## config.mk

```make
export PLATFORM = sky130hd
export DESIGN_NAME = sorted_event_key_table
export DESIGN_NICKNAME = d
export VERILOG_FILES = /design/src/design/sekt_pkg.sv /design/src/design/sekt_store.sv /design/src/design/sorted_event_key_table.sv
export VERILOG_INCLUDE_DIRS = /design/src /design/src/design
export SDC_FILE = /design/constraint.sdc
export NUM_CORES = 1
export LEC_CHECK = 0
export BUFFER_PORTS_ARGS = -buffer_cell sky130_fd_sc_hd__buf_2
export CORE_MARGIN = 3
export CORE_UTILIZATION = 32
export DETAILED_ROUTE_END_ITERATION = 10
export PLACE_DENSITY = 0.45
export SLEW_MARGIN = 20
export SYNTH_ARGS = -nofsm -noshare
export SYNTH_HDL_FRONTEND = slang
export SYNTH_SLANG_ARGS = --single-unit
export TNS_END_PERCENT = 50
```

## constraint.sdc

```tcl
create_clock -name clk -period 13.19 [get_ports clk]
set_input_delay 3.957 -clock clk [delete_from_list [all_inputs] [get_ports clk]]
set_output_delay 3.957 -clock clk [all_outputs]
set_load 0.005 [all_outputs]
```

## src/design/assert_macros.svh

```systemverilog
// Assertion macros shared by the sorted event key table RTL.
// Depends on nothing; included by files that carry concurrent checks.
`ifndef ASSERT_MACROS_SVH
`define ASSERT_MACROS_SVH

// Check an implication on every clock edge outside reset.
`define CHK_IMPL(label, clk, rst_n, cond, msg) \
    label: assert property (@(posedge clk) disable iff (!rst_n) (cond)) else $error(msg);

// Check a plain condition on every clock edge, reset included.
`define CHK_ALWAYS(label, clk, cond, msg) \
    label: assert property (@(posedge clk) (cond)) else $error(msg);

`endif

```

## src/design/sekt_pkg.sv

```systemverilog
// Package for the sorted event key table: entry type, status codes and ops.
// Depends on nothing; used by sekt_store, sorted_event_key_table and the testbench.
package sekt_pkg;

    typedef struct packed {
        logic [7:0]  tag;
        logic [5:0]  em;
        logic [4:0]  eh;
        logic [13:0] year;
        logic [3:0]  month;
        logic [4:0]  day;
        logic [4:0]  sh;
        logic [5:0]  sm;
    } entry_t;

    localparam int EntryW = 53;

    localparam logic [1:0] OP_INSERT = 2'd0;
    localparam logic [1:0] OP_REMOVE = 2'd1;
    localparam logic [1:0] OP_LIST_DATE = 2'd2;
    localparam logic [1:0] OP_LIST_ALL = 2'd3;

    localparam logic [2:0] ST_OK = 3'd0;
    localparam logic [2:0] ST_BAD_DATE = 3'd1;
    localparam logic [2:0] ST_BAD_TIME = 3'd2;
    localparam logic [2:0] ST_DUP = 3'd3;
    localparam logic [2:0] ST_FULL = 3'd4;
    localparam logic [2:0] ST_NOT_FOUND = 3'd5;
    localparam logic [2:0] ST_EMPTY = 3'd6;
    localparam logic [2:0] ST_ENTRY = 3'd7;

    localparam logic [13:0] MIN_YEAR_RESET = 14'd2022;
    localparam logic [4:0]  MAX_DAY = 5'd31;
    localparam logic [3:0]  MAX_MONTH = 4'd12;
    localparam logic [4:0]  MAX_HOUR = 5'd23;
    localparam logic [5:0]  MAX_MINUTE = 6'd59;

    // Sort key: year, month, day, start hour, start minute.
    function automatic logic [33:0] key_of(input entry_t e);
        key_of = {e.year, e.month, e.day, e.sh, e.sm};
    endfunction

    typedef struct packed {
        logic       out_valid;
        logic [2:0] status;
        logic       last;
    } result_t;

endpackage

```

## src/design/sekt_store.sv

```systemverilog
// Entry memory for the sorted event key table: one write port, one read port,
// registered read data. Depends on sekt_pkg.
module sekt_store #(
    parameter int DEPTH = 16,
    parameter int AW = 4
) (
    input  logic                 clk,
    input  logic                 we,
    input  logic [AW-1:0]        waddr,
    input  sekt_pkg::entry_t     wdata,
    input  logic [AW-1:0]        raddr,
    output sekt_pkg::entry_t     rdata
);

    sekt_pkg::entry_t mem [DEPTH];

    always_ff @(posedge clk)
    begin
        if (we)
        begin
            mem[waddr] <= wdata;
        end
        rdata <= mem[raddr];
    end

endmodule

```

## src/design/sorted_event_key_table.sv

```systemverilog
// Sorted event key table: memory-backed sorted list with insert, remove and listing.
// Depends on sekt_pkg, sekt_store and assert_macros.svh.
//
// One command word is taken at a time. The table sits in a single-port-read,
// single-port-write memory with registered read data: insert and remove scan
// the valid entries one per cycle (up to CAPACITY reads), then move the tail
// by one slot at a time (a read, then the write back) before the status word.
// Listing reads one entry at a time, holds each match back by one so tlast is
// known, and waits on m_axis_tready before each read while a word is pending.
// Empty or rejected commands put out their status word the cycle after
// acceptance; the next command can be taken in the cycle after that word leaves.
// min_year may be written only while no command is busy.
`include "assert_macros.svh"
module sorted_event_key_table #(
    parameter int CAPACITY = 16
) (
    input  logic        clk,
    input  logic        rst_n,
    input  logic        cfg_we,
    input  logic [13:0] cfg_wdata,
    input  logic        s_axis_tvalid,
    output logic        s_axis_tready,
    // tdata: day[4:0] month[8:5] year[22:9] start_hour[27:23] start_minute[33:28]
    //        end_hour[38:34] end_minute[44:39] tag[52:45], zero fill to 56
    input  logic [55:0] s_axis_tdata,
    // tuser: operation
    input  logic [1:0]  s_axis_tuser,
    output logic        m_axis_tvalid,
    input  logic        m_axis_tready,
    // tdata: out_day[4:0] out_month[8:5] out_year[22:9] out_start_hour[27:23]
    //        out_start_minute[33:28] out_end_hour[38:34] out_end_minute[44:39]
    //        out_tag[52:45], zero fill to 56
    output logic [55:0] m_axis_tdata,
    // tuser: status
    output logic [2:0]  m_axis_tuser,
    output logic        m_axis_tlast
);

    localparam int AW = $clog2(CAPACITY);
    localparam int CW = $clog2(CAPACITY + 1);
    localparam logic [CW-1:0] CAP_C = CW'(CAPACITY);

    localparam logic [2:0] S_IDLE = 3'd0;
    localparam logic [2:0] S_SCAN = 3'd1;
    localparam logic [2:0] S_SHUP = 3'd2;
    localparam logic [2:0] S_SHDN = 3'd3;
    localparam logic [2:0] S_LIST = 3'd4;
    localparam logic [2:0] S_RESP = 3'd5;
    localparam logic [2:0] S_LWAIT = 3'd6;

    logic [2:0]       state_reg, state_next;
    logic [13:0]      min_year_reg;
    logic [CW-1:0]    count_reg, count_next;
    logic [CW-1:0]    idx_reg, idx_next;     // read address issued
    logic             rv_reg, rv_next;       // read data valid this cycle
    logic [CW-1:0]    ridx_reg, ridx_next;   // index of the data in rdata (its destination in S_SHUP)
    logic [CW-1:0]    pos_reg, pos_next;
    logic [1:0]       op_reg;
    sekt_pkg::entry_t cmd_reg;
    logic             found_reg, found_next;
    sekt_pkg::entry_t hold_reg, hold_next;   // pending listed entry
    logic             hold_v_reg, hold_v_next;

    sekt_pkg::result_t res_reg, res_next;
    sekt_pkg::entry_t  oent_reg, oent_next;

    logic             we;
    logic [AW-1:0]    waddr, raddr;
    sekt_pkg::entry_t wdata, rdata;
    sekt_pkg::entry_t in_ent;

    assign in_ent.day   = s_axis_tdata[4:0];
    assign in_ent.month = s_axis_tdata[8:5];
    assign in_ent.year  = s_axis_tdata[22:9];
    assign in_ent.sh    = s_axis_tdata[27:23];
    assign in_ent.sm    = s_axis_tdata[33:28];
    assign in_ent.eh    = s_axis_tdata[38:34];
    assign in_ent.em    = s_axis_tdata[44:39];
    assign in_ent.tag   = s_axis_tdata[52:45];

    sekt_store #(.DEPTH(CAPACITY), .AW(AW)) u_store (
        .clk   (clk),
        .we    (we),
        .waddr (waddr),
        .wdata (wdata),
        .raddr (raddr),
        .rdata (rdata)
    );

    wire accept = s_axis_tvalid && s_axis_tready;
    wire out_free = !res_reg.out_valid || m_axis_tready;
    assign s_axis_tready = (state_reg == S_IDLE) && !res_reg.out_valid;

    wire [33:0] rkey = sekt_pkg::key_of(rdata);
    wire [33:0] ckey = sekt_pkg::key_of(cmd_reg);
    wire date_eq = (rdata.day == cmd_reg.day) && (rdata.month == cmd_reg.month)
                   && (rdata.year == cmd_reg.year);

    function automatic logic time_ok(input logic [4:0] h, input logic [5:0] m);
        time_ok = (h <= sekt_pkg::MAX_HOUR) && (m <= sekt_pkg::MAX_MINUTE);
    endfunction

    always_comb
    begin
        state_next   = state_reg;
        count_next   = count_reg;
        idx_next     = idx_reg;
        rv_next      = 1'b0;
        ridx_next    = idx_reg;
        pos_next     = pos_reg;
        found_next   = found_reg;
        hold_next    = hold_reg;
        hold_v_next  = hold_v_reg;
        res_next     = res_reg;
        oent_next    = oent_reg;
        we           = 1'b0;
        waddr        = idx_reg[AW-1:0];
        wdata        = rdata;
        raddr        = idx_reg[AW-1:0];

        if (res_reg.out_valid && m_axis_tready)
        begin
            res_next.out_valid = 1'b0;
        end

        unique case (state_reg)
            S_IDLE:
            begin
                if (accept)
                begin
                    idx_next     = '0;
                    pos_next     = '0;
                    found_next   = 1'b0;
                    hold_v_next  = 1'b0;
                    oent_next    = '0;
                    res_next.last = 1'b1;
                    if (s_axis_tuser == sekt_pkg::OP_INSERT)
                    begin
                        if (in_ent.day == 5'd0 || in_ent.day > sekt_pkg::MAX_DAY
                            || in_ent.month == 4'd0 || in_ent.month > sekt_pkg::MAX_MONTH
                            || in_ent.year < min_year_reg)
                        begin
                            res_next.out_valid = 1'b1;
                            res_next.status = sekt_pkg::ST_BAD_DATE;
                        end
                        else if (!time_ok(in_ent.sh, in_ent.sm)
                                 || !time_ok(in_ent.eh, in_ent.em))
                        begin
                            res_next.out_valid = 1'b1;
                            res_next.status = sekt_pkg::ST_BAD_TIME;
                        end
                        else
                        begin
                            state_next = S_SCAN;
                        end
                    end
                    else if (count_reg == '0)
                    begin
                        res_next.out_valid = 1'b1;
                        res_next.status = sekt_pkg::ST_EMPTY;
                    end
                    else if (s_axis_tuser == sekt_pkg::OP_REMOVE)
                    begin
                        state_next = S_SCAN;
                    end
                    else
                    begin
                        state_next = S_LIST;
                    end
                end
            end

            S_SCAN:
            begin
                // issue reads 0..count-1; compare as data returns
                if (idx_reg < count_reg)
                begin
                    raddr   = idx_reg[AW-1:0];
                    rv_next = 1'b1;
                    idx_next = idx_reg + 1'b1;
                end
                if (rv_reg && !found_reg)
                begin
                    if (rkey == ckey)
                    begin
                        found_next = 1'b1;
                        pos_next   = ridx_reg;
                    end
                    else if (rkey < ckey && op_reg == sekt_pkg::OP_INSERT)
                    begin
                        pos_next = ridx_reg + 1'b1;
                    end
                end
                if (idx_reg >= count_reg && !rv_reg)
                begin
                    rv_next = 1'b0;
                    res_next.out_valid = 1'b1;
                    res_next.last = 1'b1;
                    state_next = S_IDLE;
                    if (op_reg == sekt_pkg::OP_INSERT)
                    begin
                        if (found_reg)
                        begin
                            res_next.status = sekt_pkg::ST_DUP;
                        end
                        else if (count_reg >= CAP_C)
                        begin
                            res_next.status = sekt_pkg::ST_FULL;
                        end
                        else
                        begin
                            // shift tail up from the top, then drop in the new entry
                            res_next.out_valid = 1'b0;
                            idx_next = count_reg;
                            state_next = S_SHUP;
                        end
                    end
                    else if (found_reg)
                    begin
                        res_next.out_valid = 1'b0;
                        idx_next = pos_reg + 1'b1;
                        state_next = S_SHDN;
                    end
                    else
                    begin
                        res_next.status = sekt_pkg::ST_NOT_FOUND;
                    end
                end
            end

            S_SHUP:
            begin
                // idx is destination; read idx-1, write next cycle
                if (rv_reg)
                begin
                    we    = 1'b1;
                    waddr = ridx_reg[AW-1:0];
                    wdata = rdata;
                end
                else if (idx_reg > pos_reg)
                begin
                    raddr     = AW'(idx_reg - 1'b1);
                    rv_next   = 1'b1;
                    ridx_next = idx_reg;
                    idx_next  = idx_reg - 1'b1;
                end
                else
                begin
                    we    = 1'b1;
                    waddr = pos_reg[AW-1:0];
                    wdata = cmd_reg;
                    count_next = count_reg + 1'b1;
                    res_next.out_valid = 1'b1;
                    res_next.status = sekt_pkg::ST_OK;
                    state_next = S_IDLE;
                end
            end

            S_SHDN:
            begin
                // idx is source; read idx, write to idx-1
                if (rv_reg)
                begin
                    we    = 1'b1;
                    waddr = AW'(ridx_reg - 1'b1);
                    wdata = rdata;
                end
                else if (idx_reg < count_reg)
                begin
                    raddr    = idx_reg[AW-1:0];
                    rv_next  = 1'b1;
                    idx_next = idx_reg + 1'b1;
                end
                else
                begin
                    count_next = count_reg - 1'b1;
                    res_next.out_valid = 1'b1;
                    res_next.status = sekt_pkg::ST_OK;
                    state_next = S_IDLE;
                end
            end

            S_LIST:
            begin
                // keep one matching entry in hold so tlast is known at emit
                if (rv_reg)
                begin
                    if (op_reg == sekt_pkg::OP_LIST_ALL || date_eq)
                    begin
                        if (hold_v_reg)
                        begin
                            res_next.out_valid = 1'b1;
                            res_next.status = sekt_pkg::ST_ENTRY;
                            res_next.last = 1'b0;
                            oent_next = hold_reg;
                        end
                        hold_next   = rdata;
                        hold_v_next = 1'b1;
                    end
                    state_next = S_LWAIT;
                end
                else if (idx_reg < count_reg)
                begin
                    if (out_free)
                    begin
                        raddr    = idx_reg[AW-1:0];
                        rv_next  = 1'b1;
                        idx_next = idx_reg + 1'b1;
                    end
                end
                else if (out_free)
                begin
                    res_next.out_valid = 1'b1;
                    res_next.last = 1'b1;
                    if (hold_v_reg)
                    begin
                        res_next.status = sekt_pkg::ST_ENTRY;
                        oent_next = hold_reg;
                    end
                    else
                    begin
                        res_next.status = sekt_pkg::ST_NOT_FOUND;
                        oent_next = '0;
                    end
                    state_next = S_RESP;
                end
            end

            S_LWAIT:
            begin
                state_next = S_LIST;
            end

            S_RESP:
            begin
                state_next = S_IDLE;
            end

            default:
            begin
                state_next = S_IDLE;
            end
        endcase
    end

    always_ff @(posedge clk or negedge rst_n)
    begin
        if (!rst_n)
        begin
            state_reg    <= S_IDLE;
            count_reg    <= '0;
            min_year_reg <= sekt_pkg::MIN_YEAR_RESET;
            rv_reg       <= 1'b0;
            res_reg      <= '0;
            hold_v_reg   <= 1'b0;
            found_reg    <= 1'b0;
        end
        else
        begin
            state_reg   <= state_next;
            count_reg   <= count_next;
            rv_reg      <= rv_next;
            res_reg     <= res_next;
            hold_v_reg  <= hold_v_next;
            found_reg   <= found_next;
            if (cfg_we)
            begin
                min_year_reg <= cfg_wdata;
            end
        end
    end

    always_ff @(posedge clk)
    begin
        idx_reg  <= idx_next;
        ridx_reg <= ridx_next;
        pos_reg  <= pos_next;
        hold_reg <= hold_next;
        oent_reg <= oent_next;
        if (accept)
        begin
            op_reg  <= s_axis_tuser;
            cmd_reg <= in_ent;
        end
    end

    assign m_axis_tvalid = res_reg.out_valid;
    assign m_axis_tuser  = res_reg.status;
    assign m_axis_tlast  = res_reg.last;
    assign m_axis_tdata  = {3'b000, oent_reg.tag, oent_reg.em, oent_reg.eh, oent_reg.sm,
                            oent_reg.sh, oent_reg.year, oent_reg.month, oent_reg.day};

    `CHK_IMPL(a_count_cap, clk, rst_n, count_reg <= CAP_C, "entry count above capacity")
    `CHK_IMPL(a_entry_not_last_only_list, clk, rst_n,
        (m_axis_tvalid && !m_axis_tlast) |-> (m_axis_tuser == sekt_pkg::ST_ENTRY),
        "non-final word without entry status")
    `CHK_IMPL(a_ready_idle, clk, rst_n,
        s_axis_tready |-> (state_reg == S_IDLE), "command taken while busy")
    `CHK_IMPL(a_count_step, clk, rst_n,
        (count_reg != $past(count_reg)) |->
        (count_reg == $past(count_reg) + 1'b1 || count_reg == $past(count_reg) - 1'b1),
        "entry count jumped")

endmodule

```

== Word-level counts from Yosys, hierarchy flattened ==
Memories as Yosys holds them, arrays and structs flattened. A register that Yosys moved wholly into a read port is not among the register bits.
Cells that the tools add are included.

* Register bits: 206
* Bits of input ports: 77
* Output and inout bits: 62
* Logic and storage cells: 245
* Memory bits (writable): 848
* Memories: 1

* Muxes and demuxes: 108
* Magnitude comparators: 12
* Equality and inequality tests: 37
* Add/subtract/negate cells: 7
* Reductions and logical operators: 43

{| class="wikitable"
|+ Memory list
! name !! words !! bits a word !! rd ports !! clocked after memory_dff !! wr ports !! line !! source
|-
| u_store.mem || 16 || 53 || 1 || 1 || 1 || sekt_store.sv:15 || <nowiki>sekt_pkg::entry_t mem [DEPTH];</nowiki>
|}

{| class="wikitable"
|+ Operators with widths
! kind !! number
|-
| $mux 53 || 10
|-
| $mux 5 || 27
|-
| $pmux 53 s2 || 1
|-
| $mux 4 || 15
|-
| $mux 3 || 18
|-
| $eq 34x34->1 || 1
|-
| $lt 34x34->1 || 1
|-
| $ne 2x2->1 const B || 14
|-
| $ne 3x3->1 const B || 9
|-
| $pmux 5 s5 || 1
|-
| $mux 1 || 22
|-
| $add 5x1->5 const B || 4
|-
| $pmux 4 s5 || 1
|-
| $pmux 5 s2 || 2
|-
| $pmux 3 s6 || 1
|-
| $reduce_and 15->1 || 1
|-
| $eq 14x14->1 || 1
|-
| $lt 14x14->1 || 1
|-
| $le 6x6->1 const B || 2
|-
| $reduce_and 4->1 || 3
|-
| $reduce_and 11->1 || 1
|-
| $le 5x5->1 const B || 2
|-
| $logic_and 1x1->1 || 10
|-
| $logic_not 5->1 || 2
|-
| 36 further kinds || 57
|}

== Longest topological paths before layout ==
Gate-level depths: netlist of run 1.

* Depth after elaboration: 9
* Mapped depth: 14
* Gate-level depth less buffers: 9

== Cells and area by module ==
Synthesis of run 1 repeated with hierarchy kept, for this count alone.

* Cell total of the unflattened synthesis: 2238
* Area total of the unflattened synthesis: 43096.3 um2

{| class="wikitable"
|+ Modules (own cells, without submodules)
! module !! times used !! area each (um2) !! sequential area each (um2) !! cells each
|-
| sekt_store || 1 || 32807.7 || 26525.4 || 1370
|-
| sorted_event_key_table || 1 || 10288.6 || 5995.8 || 868
|}

== Worst setup path before layout of run 1 ==
No wires, ideal clock.

* Path kind: reg-to-reg
* Start point: register idx_reg[2]
* End point: memory u_store.mem[4][0] in the netlist's numbering, enable pin
* Slack: 6.505 ns
* Buffers on the path: 0
* Setup time: 0.540 ns
* Clock period less this slack: 6.685 ns
* Arrival time: 6.145 ns
* Required time: 12.650 ns
* Cell stages (with the launch flop): 8
* Cells stage by stage: edfxtp_1 ha_1 a211oi_1 o221ai_1 a21oi_1 o221a_2 a21boi_0 nor3b_1

* Cells in the longest elaborated chain, start to end: 6
* Elaborated cells on any way between the ends: 10
* Classes of those cells: 1 x order compare; 9 x mux

{| class="wikitable"
|+ Ends and longest elaborated chain
! what !! line !! source
|-
| start: declaration || sorted_event_key_table.sv:54 || <nowiki>logic [CW-1:0] idx_reg, idx_next;</nowiki>
|-
| start signal: assignment || sorted_event_key_table.sv:375 || <nowiki>idx_reg <= idx_next;</nowiki>
|-
| $gt 5x5->1 || sorted_event_key_table.sv:240 || <nowiki>else if (idx_reg > pos_reg)</nowiki>
|-
| $mux 1 || sorted_event_key_table.sv:240 ||
|-
| $mux 1 || sorted_event_key_table.sv:234 || <nowiki>if (rv_reg)</nowiki>
|-
| $pmux 1 s2 || sorted_event_key_table.sv:126 || <nowiki>unique case (state_reg)</nowiki>
|-
| $mux 1 || sekt_store.sv:19 || <nowiki>if (we)</nowiki>
|-
| $mux 1 (implied by the code) || sekt_store.sv:21 || <nowiki>mem[waddr] <= wdata;</nowiki>
|-
| end: declaration || sekt_store.sv:15 ||
|}

Parallel ways exist; a longest one is shown, timed or not.

== Worst setup path in the final report of run 1 ==
* Start point: register state_reg[0]
* End point: output port s_axis_tready

* Cells in the longest elaborated chain, start to end: 2

{| class="wikitable"
|+ Ends and longest elaborated chain
! what !! line !! source
|-
| start: declaration || sorted_event_key_table.sv:51 || <nowiki>logic [2:0] state_reg, state_next;</nowiki>
|-
| start signal: assignment || sorted_event_key_table.sv:360 || <nowiki>state_reg <= state_next;</nowiki>
|-
| $logic_not 3->1 || sorted_event_key_table.sv:92 || <nowiki>assign s_axis_tready = (state_reg == S_IDLE) && !res_reg.out_valid;</nowiki>
|-
| $logic_and 1x1->1 || sorted_event_key_table.sv:92 ||
|-
| end: declaration || sorted_event_key_table.sv:22 || <nowiki>output logic s_axis_tready,</nowiki>
|}

Every way passes these cells.

==> flow_summary.toml, run 1 <==
[layout]
final_nets = 3598
area_growth_pct = 14.7
nFillCells = 14400
largest_reg_flops = 848
regMostFlops = "u_store.mem"
drive_gt1_share_pct = 23.0
fin_area_um2 = 56900

[synthesis]
syn_area_per_cell_um2 = 14.8
synth_edf_count = 1019
yosys.area_share.simple_pct = 5.92
yosys.area.top_type = "edfxtp_1"
synthTopCellsByCount = "1019 x edfxtp_1, 288 x nand2_1, 221 x mux2_2"
syn_inst = 3360
synth_xor_area_share_pct = 0.335
yosysSeqAreaShare_pct = 65.6
ys_warn_count = 0
yosys.area_share.adder_pct = 1.68
synth-compound-area-share_pct = 10.3
yosys.area.top_type_share_pct = 61.7
synthArstFlopShare_pct = 2.71
synth-seq-cells = 1107
synth.area.mux_share_pct = 13.7
synth_top_family_by_area = "multiplexers"
synth_top_flop_cell = "edfxtp_1"
netlist_area_um2 = 49600
synth_area_leaders = "edfxtp_1 62%, mux4_2 6.4%, mux2_2 5.0%, dfxtp_1 2.3%, mux2i_1 2.2%"
synthDistinctLibCells = 76
yosysMostFrequentCell = "edfxtp_1"

[grt]
antenna_found_initial = 5
first_global_vias = 30500
overflow = 0
grt_usage_pct = 20.1
grt_pass1_wl_um = 231000
grt_start_max_net_pins = 160

[timing]
setup_ws_ps = 6940
worst_pin_slew_ps = 1140
finClkSkew_ps = 32.3
finalCriticalPeriod_ps = 6250
finalMaxSlewViolations = 0
rsz0062_at_grt = "false"
max_clock_freq_ghz = 0.160
setup_tns_ps = 0
setup_viol = 0
period_share_pct = 47.4
max_slew_margin_pct = 22.4
final_hold_viol_count = 0

[floorplanning]
start_util_pct = 32.4
core_um2 = 153000
dieArea_um2 = 160000
io_pins = 139
dieHeight_um = 400
rows = 143
fp.dieW_um = 400

[setup_path]
worstPathCellList = "nor4_1, buf_2"
r2r_end = "u_store.mem[12][35]"
cpPeakStageDelay_ps = 720
crit_buf_inv = 1
critPathRequiredTime_ps = 9230
worstSetupPathType = "reg2out"
r2r_cells = 10
r2r-start = "idx_reg[2]"
cp-start-kind = "flip-flop"
crit_fanout = 28
crit_path_top_delay_cell = "dfrtp_1"
reg2reg_slack_ps = 7570
endpoint_kind = "output pin"
cp.arrival_ps = 2290
crit_family = "flip-flops"

[route]
detail_route.wl_per_cell_um = 29.1
drt_iter0_drc = 2984
ant_nets = 0
drc = 0
viasPerCell = 5.52
drtPass1Iterations = 5
drt-total-wl_um = 163000
route.vias.total = 30900

[placement]
detailed_place_hpwl_um = 89000
io_buffer_count = 132
post-place-ws_ps = 6510
placed_area_um2 = 52700
place_congestion = 0.790

[clock_network]
clk_pin_slew_ps = 60
cts_hold_buf = 0
cts_htree_levels = 3
numCtsBuffers = 121
root_buffer = "clkbuf_16"
cts_tree = "yes"
cts.sink_count = 1107
cts_setup_buffers = 0
cts_resized = 0
clkLatencyLatePin_ps = 750
cts.path.max_buffers = 3

[pwr]
leakagePower_uw = 0.0190
irDropWorstVdd_v = 0.000260
p_per_area_nw_per_um2 = 237

[run_status]
status = "completed"

[flow_run]
cap_violations = 0

[min_path]
min_path_cells = 0
min_to = "hold_reg[35]"
hp-class = "reg2reg"
hold_start = "u_store.rdata[35]"
==> metal layers <==
layer / global-route usage [%] / routed length (µm) / vias up
li1: - / - / 13600
met1: 29.0 / 75400 / 16300
met2: 32.2 / 76400 / 823
met3: 2.79 / 7820 / 204
met4: 4.46 / 3510 / 0
met5: 0 / 0 / -
==> stage by stage <==
step	total power, µW	hold WS (ps)	utilization [%]	cells
2_1_floorplan	8100	371	-	3362
3_3_place_gp	10000	411	34.4	5362
3_5_place_dp	10000	416	34.4	5362
4_1_cts	13600	410	37.2	5593
5_1_grt	14100	419	37.2	5593
6_report	13500	410	37.2	5594
==> cell usage in the layout, fill, tap and decap left out, types with 19 or more instances in the layout <==
cell	synthesis	final
a211oi_1	33	32
clkbuf_8	0	20
buf_4	5	65
o21ai_0	112	111
a21oi_1	109	108
o221ai_1	110	110
mux4_2	142	142
nand4_1	19	19
dfxtp_1	58	58
a21o_1	30	30
mux2i_1	110	109
and2_1	61	57
clkinv_1	1	19
nor2b_1	25	24
mux2_2	221	221
buf_2	44	132
inv_1	76	75
edfxtp_1	1019	1019
dfrtp_1	22	22
ha_1	65	64
nor2_1	146	137
nand2_1	288	284
o2111ai_1	31	31
o22ai_1	135	134
clkinv_2	0	28
clkbuf_16	0	122
nand3_1	24	24
o211ai_1	89	89
==> logic make-up (layout without fill, tap and decap cells) <==
family                   after synthesis  after routing
adder cells (fa/ha/maj)               66             66
flip-flops                          1107           1107
AND/OR/NAND/NOR                      642            642
multiplexers                         473            473
XOR/XNOR                              19             19
buffers and inverters                311            512
AO/OA/AOI/OAI                        741            741
other                                  1              4
==> worst max path at each step <==
stage / slack (ps) / cells after the start / endpoint / from
finish: 6940 / 2 / s_axis_tready / state_reg[0]
global route: 6780 / 2 / s_axis_tready / state_reg[0]
global placement: 6480 / 7 / m_axis_tuser[1] / s_axis_tdata[1]
floorplan: 6500 / 7 / u_store.mem[4][0] / idx_reg[2]
CTS: 6930 / 2 / s_axis_tready / state_reg[0]
detailed placement: 6510 / 7 / m_axis_tuser[1] / s_axis_tdata[1]
==> power by group <==
group	internal, µW	switching [µW]
registers	4670	266
logic	1700	3280
clock network	2120	1450
total	8490	5000
==> area by class of cell <==
class / count / area [µm²] / area share (%)
diodes: 1 / 2.50 / 0.00440
clock buffers: 159 / 3390 / 5.96
well taps: 2030 / 2540 / 4.46
clock inverters: 72 / 803 / 1.41
inverters: 78 / 298 / 0.523
repair buffers: 203 / 1260 / 2.21
multi-input cells: 1944 / 16100 / 28.3
flip-flops and latches: 1107 / 32500 / 57.2
No activity file was read; power rests on OpenSTA's default activity.
==> run 2: changes to the inputs <==
--- a/config.mk
+++ b/config.mk
@@ -10,7 +10,7 @@
 export CORE_MARGIN = 3
 export CORE_UTILIZATION = 32
 export DETAILED_ROUTE_END_ITERATION = 10
-export PLACE_DENSITY = 0.45
+export PLACE_DENSITY = 0.46
 export SLEW_MARGIN = 20
 export SYNTH_ARGS = -nofsm -noshare
 export SYNTH_HDL_FRONTEND = slang
==> constraint.sdc (replaced) <==
create_clock -name clk -period 5 [get_ports clk]
set_input_delay 1.5 -clock clk [delete_from_list [all_inputs] [get_ports clk]]
set_output_delay 1.5 -clock clk [all_outputs]
set_load 0.005 [all_outputs]
==> run 2 against run 1 <==
Net effect:
- power rose to 2.6 times the previous value
- routed wire length fell by 3.5%
- largest power group unchanged
- combinational power rose to 2.7 times the previous value
- critical path type is now reg2reg
- non-clock buffer count rose by 31
- critical path depth rose by 8
- setup slack got worse by 6000 ps
- worst hold slack improved by 17 ps
- via count fell by 0.54%
- global-route usage fell by 0.64 points
==> flow_summary.toml, run 2 (synthesized netlist as in run 1, its figures left out) <==
[timing]
setup_viol = 0
rsz0062_at_grt = "false"
final_hold_viol_count = 0
finalCriticalPeriod_ps = 4060
period_share_pct = 81.2
max_slew_margin_pct = 28.5
worst_pin_slew_ps = 1070
finalMaxSlewViolations = 0
setup_ws_ps = 941
max_clock_freq_ghz = 0.246
finClkSkew_ps = 45.3

[route]
drtPass1Iterations = 5
viasPerCell = 5.46
route.vias.total = 30700
drt_iter0_drc = 2585
drt-total-wl_um = 157000
detail_route.wl_per_cell_um = 28.0
drc = 0
ant_nets = 0

[clock_network]
clkLatencyLatePin_ps = 750
cts_setup_buffers = 0
cts_htree_levels = 3
numCtsBuffers = 121
cts_resized = 0
cts.sink_count = 1107
clk_pin_slew_ps = 60
cts_hold_buf = 0
cts_tree = "yes"
root_buffer = "clkbuf_16"
cts.path.max_buffers = 3

[setup_path]
critPathRequiredTime_ps = 5430
cp-start-kind = "flip-flop"
cp.arrival_ps = 4490
crit_fanout = 21
worstSetupPathType = "reg2reg"
endpoint_kind = "flip-flop"

[grt]
antenna_found_initial = 6
grt_usage_pct = 19.5
grt_start_max_net_pins = 139
first_global_vias = 30600
overflow = 0
grt_pass1_wl_um = 225000

[layout]
drive_gt1_share_pct = 23.1
largest_reg_flops = 848
fin_cells = 5627
area_growth_pct = 15.5
regMostFlops = "u_store.mem"
final_core_util_pct = 37.4
layout_commonest_cell = "edfxtp_1"
nFillCells = 14300
layout_common_cells = "1019 x edfxtp_1, 285 x nand2_1, 221 x mux2_2"
final_nets = 3629

[pwr]
p_comb_share_pct = 38.3
p_int_uw = 22200
seq_power_share_pct = 36.6
swShare_pct = 37.0
power.total_uw = 35300
clockPowerShare_pct = 25.1
p_per_area_nw_per_um2 = 617
leakagePower_uw = 0.0191
p_switching_uw = 13100
irDropWorstVdd_v = 0.000524

[min_path]
hp-class = "reg2reg"

[placement]
detailed_place_hpwl_um = 88000
io_buffer_count = 132
dp.cells = 5393
place_congestion = 0.773
post-place-ws_ps = 927

[floorplanning]
dieHeight_um = 400
io_pins = 139
start_util_pct = 32.4
core_um2 = 153000
dieArea_um2 = 160000
rows = 143
fp.dieW_um = 400

[run_status]
status = "completed"

[flow_run]
cap_violations = 0
## run 2: cell types whose count changed in the layout (fill, tap and decap cells not counted), sizes merged
cell	previous run	this run
buf	203	234
clkinv	48	58
bufinv	16	9
diode	1	6
inv	82	78
clkbuf	159	158
clkinvlp	4	3
## run 2: area by class of cell
cell class | count | area, µm² | area share (%)
timing repair buffer | 234 | 1860 | 3.25
multi-input combinational | 1944 | 16100 | 28.1
antenna | 6 | 15.0 | 0.0262
inverter | 78 | 298 | 0.520
clock inverter | 70 | 607 | 1.06
clock buffer | 158 | 3350 | 5.85
sequential | 1107 | 32500 | 56.8
tap | 2030 | 2540 | 4.43
## run 2: routing by layer
layer  GRT usage (%)  part of all wire, %  up-vias
met3            3.03                  5.3      203
met4            4.68                  2.3        0
met2            31.8                   47      893
met5               0                    0        -
met1            27.2                   45    16000
li1                -                    -    13600
## run 2: worst max-delay path, stage by stage, from the launching register on
cell and delay, ps:
edfxtp_1 480, inv_1 80, ha_1 310, a211oi_1 280, o221a_2 370, o211ai_1 130, a32oi_1 370, o21ai_0 220
a21boi_0 510, and2_4 680, buf_4 330
## run 2: power groups by stage
stage	sequential, µW	combinational, µW	clock, µW
global placement	13100	13600	0
global route	13000	14600	9440
CTS	12900	13600	9070
detailed placement	13100	13600	0
finish	12900	13500	8860
floorplan	12800	8560	0
## run 2: path summary, 6_finish.rpt
kind,from,end,slack [ps],cells past startpoint
setup / recovery,pos_reg[2],u_store.mem[5][41],940,10
hold / removal,u_store.rdata[46],hold_reg[46],430,0
setup reg to reg,pos_reg[2],u_store.mem[5][41],940,10
hold reg to reg,u_store.rdata[46],hold_reg[46],430,0
max in group asynchronous,rst_n,state_reg[0],3690,1
min in group asynchronous,rst_n,found_reg,830,1
## run 2: stage by stage
step           hold WS (ps)  TNS, ps  instance area, µm²
2_1_floorplan           371  -212960               49600
4_1_cts                 427        0               57300
6_report                427        0               57300
3_5_place_dp            414        0               53300
3_3_place_gp            413        0               53300
5_1_grt                 446        0               57300
==> run 3: changes to the inputs <==
--- a/config.mk
+++ b/config.mk
@@ -10,7 +10,7 @@
 export CORE_MARGIN = 3
 export CORE_UTILIZATION = 32
 export DETAILED_ROUTE_END_ITERATION = 10
-export PLACE_DENSITY = 0.46
+export PLACE_DENSITY = 0.45
 export SLEW_MARGIN = 20
 export SYNTH_ARGS = -nofsm -noshare
 export SYNTH_HDL_FRONTEND = slang
==> constraint.sdc (replaced) <==
create_clock -name clk -period 3.9 [get_ports clk]
set_input_delay 1.17 -clock clk [delete_from_list [all_inputs] [get_ports clk]]
set_output_delay 1.17 -clock clk [all_outputs]
set_load 0.005 [all_outputs]
==> run 3 against run 2 <==
Net effect:
- clock skew about the same
- global-route usage increased by 0.091 points
- clock-buffer cell count rose by 14
- cell area up 1.2%
- worst hold slack improved by 3.3 ps
- core utilization up 0.45 points
- fmax grew 11%
- critical path depth unchanged
- cell count grew 0.84%
- sequential cell count unchanged
==> flow_summary.toml, run 3 (synthesized netlist as in run 1, its figures left out) <==
[run_status]
status = "completed"

[route]
drt-total-wl_um = 158000
ant_nets = 0
drc = 0
drtPass1Iterations = 5
drt_iter0_drc = 2731
route.vias.total = 31000
viasPerCell = 5.46
detail_route.wl_per_cell_um = 27.9

[grt]
grt_pass1_wl_um = 226000
grt_usage_pct = 19.6
grt_start_max_net_pins = 111
first_global_vias = 30700
overflow = 0
antenna_found_initial = 8

[clock_network]
cts.path.max_buffers = 3
cts_hold_buf = 0
numCtsBuffers = 118
root_buffer = "clkbuf_16"
clk_pin_slew_ps = 60
cts_htree_levels = 3
cts_tree = "yes"
cts.sink_count = 1107
clkLatencyLatePin_ps = 760

[setup_path]
worstSetupPathType = "reg2reg"
r2r-start = "pos_reg[3]"
r2r_cells = 10
r2r_end = "u_store.mem[14][34]"
reg2reg_slack_ps = 250
critPathRequiredTime_ps = 4310
cp.arrival_ps = 4060
crit_path_top_delay_cell = "edfxtp_1"
crit_fanout = 22
worstPathCellList = "inv_1, ha_1, o21ai_1, o221a_2, o211ai_1, a32oi_1, o21ai_1, and2_4, nor3_4, buf_12"
cp-start-kind = "flip-flop"
endpoint_kind = "flip-flop"
cpPeakStageDelay_ps = 480
crit_top_cell = "o21ai_1"

[layout]
layout_commonest_cell = "edfxtp_1"
area_growth_pct = 16.8
final_nets = 3682
regMostFlops = "u_store.mem"
final_core_util_pct = 37.9
layout_common_cells = "1019 x edfxtp_1, 285 x nand2_1, 221 x mux2_2"
largest_reg_flops = 848
nFillCells = 14300
drive_gt1_share_pct = 24.3
fin_area_um2 = 58000

[placement]
post-place-ws_ps = 112
placed_area_um2 = 54100
place_congestion = 0.803
detailed_place_hpwl_um = 94300
io_buffer_count = 132

[floorplanning]
core_um2 = 153000
rows = 143
dieArea_um2 = 160000
start_util_pct = 32.4
fp.dieW_um = 400
dieHeight_um = 400
io_pins = 139

[min_path]
min_path_cells = 0
hold_start = "u_store.rdata[45]"
min_to = "hold_reg[45]"
hp-class = "reg2reg"

[flow_run]
cap_violations = 0

[pwr]
power.total_uw = 45600
irDropWorstVdd_v = 0.000810
p_per_area_nw_per_um2 = 787
leakagePower_uw = 0.0194

[timing]
final_hold_viol_count = 0
max_slew_margin_pct = 29.0
finClkSkew_ps = 45.0
setup_viol = 0
hold_ws_ps = 430
max_clock_freq_ghz = 0.274
worst_pin_slew_ps = 1060
rsz0062_at_grt = "false"
setup_ws_ps = 250
period_share_pct = 93.6
finalCriticalPeriod_ps = 3650
finalMaxSlewViolations = 0
-- run 3: cell types whose count changed in the layout (fill, tap and decap cells not counted), moves of 3 or more --
| cell | before | now |
|---|---|---|
| buf_4 | 67 | 95 |
| buf_12 | 35 | 61 |
| clkbuf_1 | 22 | 38 |
| clkinv_1 | 31 | 16 |
| clkbuf_16 | 124 | 118 |
| clkinv_2 | 23 | 18 |
| clkbuf_8 | 12 | 16 |
| bufinv_16 | 9 | 6 |
| diode_2 | 6 | 3 |
-- run 3: layout make-up --
class / count / area (µm²) / share of cell area, %
inverter: 78 / 298 / 0.514
clock inverter: 50 / 503 / 0.868
tap: 2030 / 2540 / 4.38
sequential: 1107 / 32500 / 56.1
antenna: 3 / 7.51 / 0.0130
multi-input combinational: 1944 / 16200 / 27.9
clock buffer: 172 / 3320 / 5.72
timing repair buffer: 290 / 2620 / 4.52
-- run 3: what timing repair did --
item                                    CTS  global route
resized for setup                         0             5
buffers inserted                          0             2
endpoints found under the setup margin    0           212
-- run 3: stage by stage --
step,std cells,setup TNS (ps)
final,5674,0
after global routing,5671,0
after detailed placement,5447,0
after floorplan,3362,-7960
after global placement,5447,0
after CTS,5669,0
-- run 3: worst max path at each step --
stage,depth (start not counted),end,from
after floorplan,8,u_store.mem[0][0],idx_reg[2]
after global placement,10,u_store.mem[1][50],pos_reg[3]
after detailed placement,10,u_store.mem[1][50],pos_reg[3]
after CTS,10,u_store.mem[1][36],pos_reg[3]
after global routing,10,u_store.mem[14][52],pos_reg[3]
final,10,u_store.mem[14][34],pos_reg[3]
-- run 3: power by group --
part	total, µW	switching (µW)	internal [µW]
combinational	17900	11500	6460
sequential	16600	832	15800
clock	11100	4800	6300
total	45600	17100	28500
-- run 3: critical path, delay by kind of cell (launching register included) --
| family | cells | cell delay, ps |
|---|---|---|
| DFF | 1 | 480 |
| and+or+nand+nor | 2 | 730 |
| adders and majority gates | 1 | 280 |
| AOI/OAI and AO/OA | 5 | 1340 |
| buffers and inverters | 2 | 480 |
-- run 3: layer usage --
metal  GRT usage [%]  part of all wire (%)  vias to the layer above
li1                -                     -                    13700
met1            26.9                    45                    16100
met2            32.5                    48                      912
met3            2.42                   5.0                      220
met4            5.63                   2.6                        0
met5               0                     0                        -
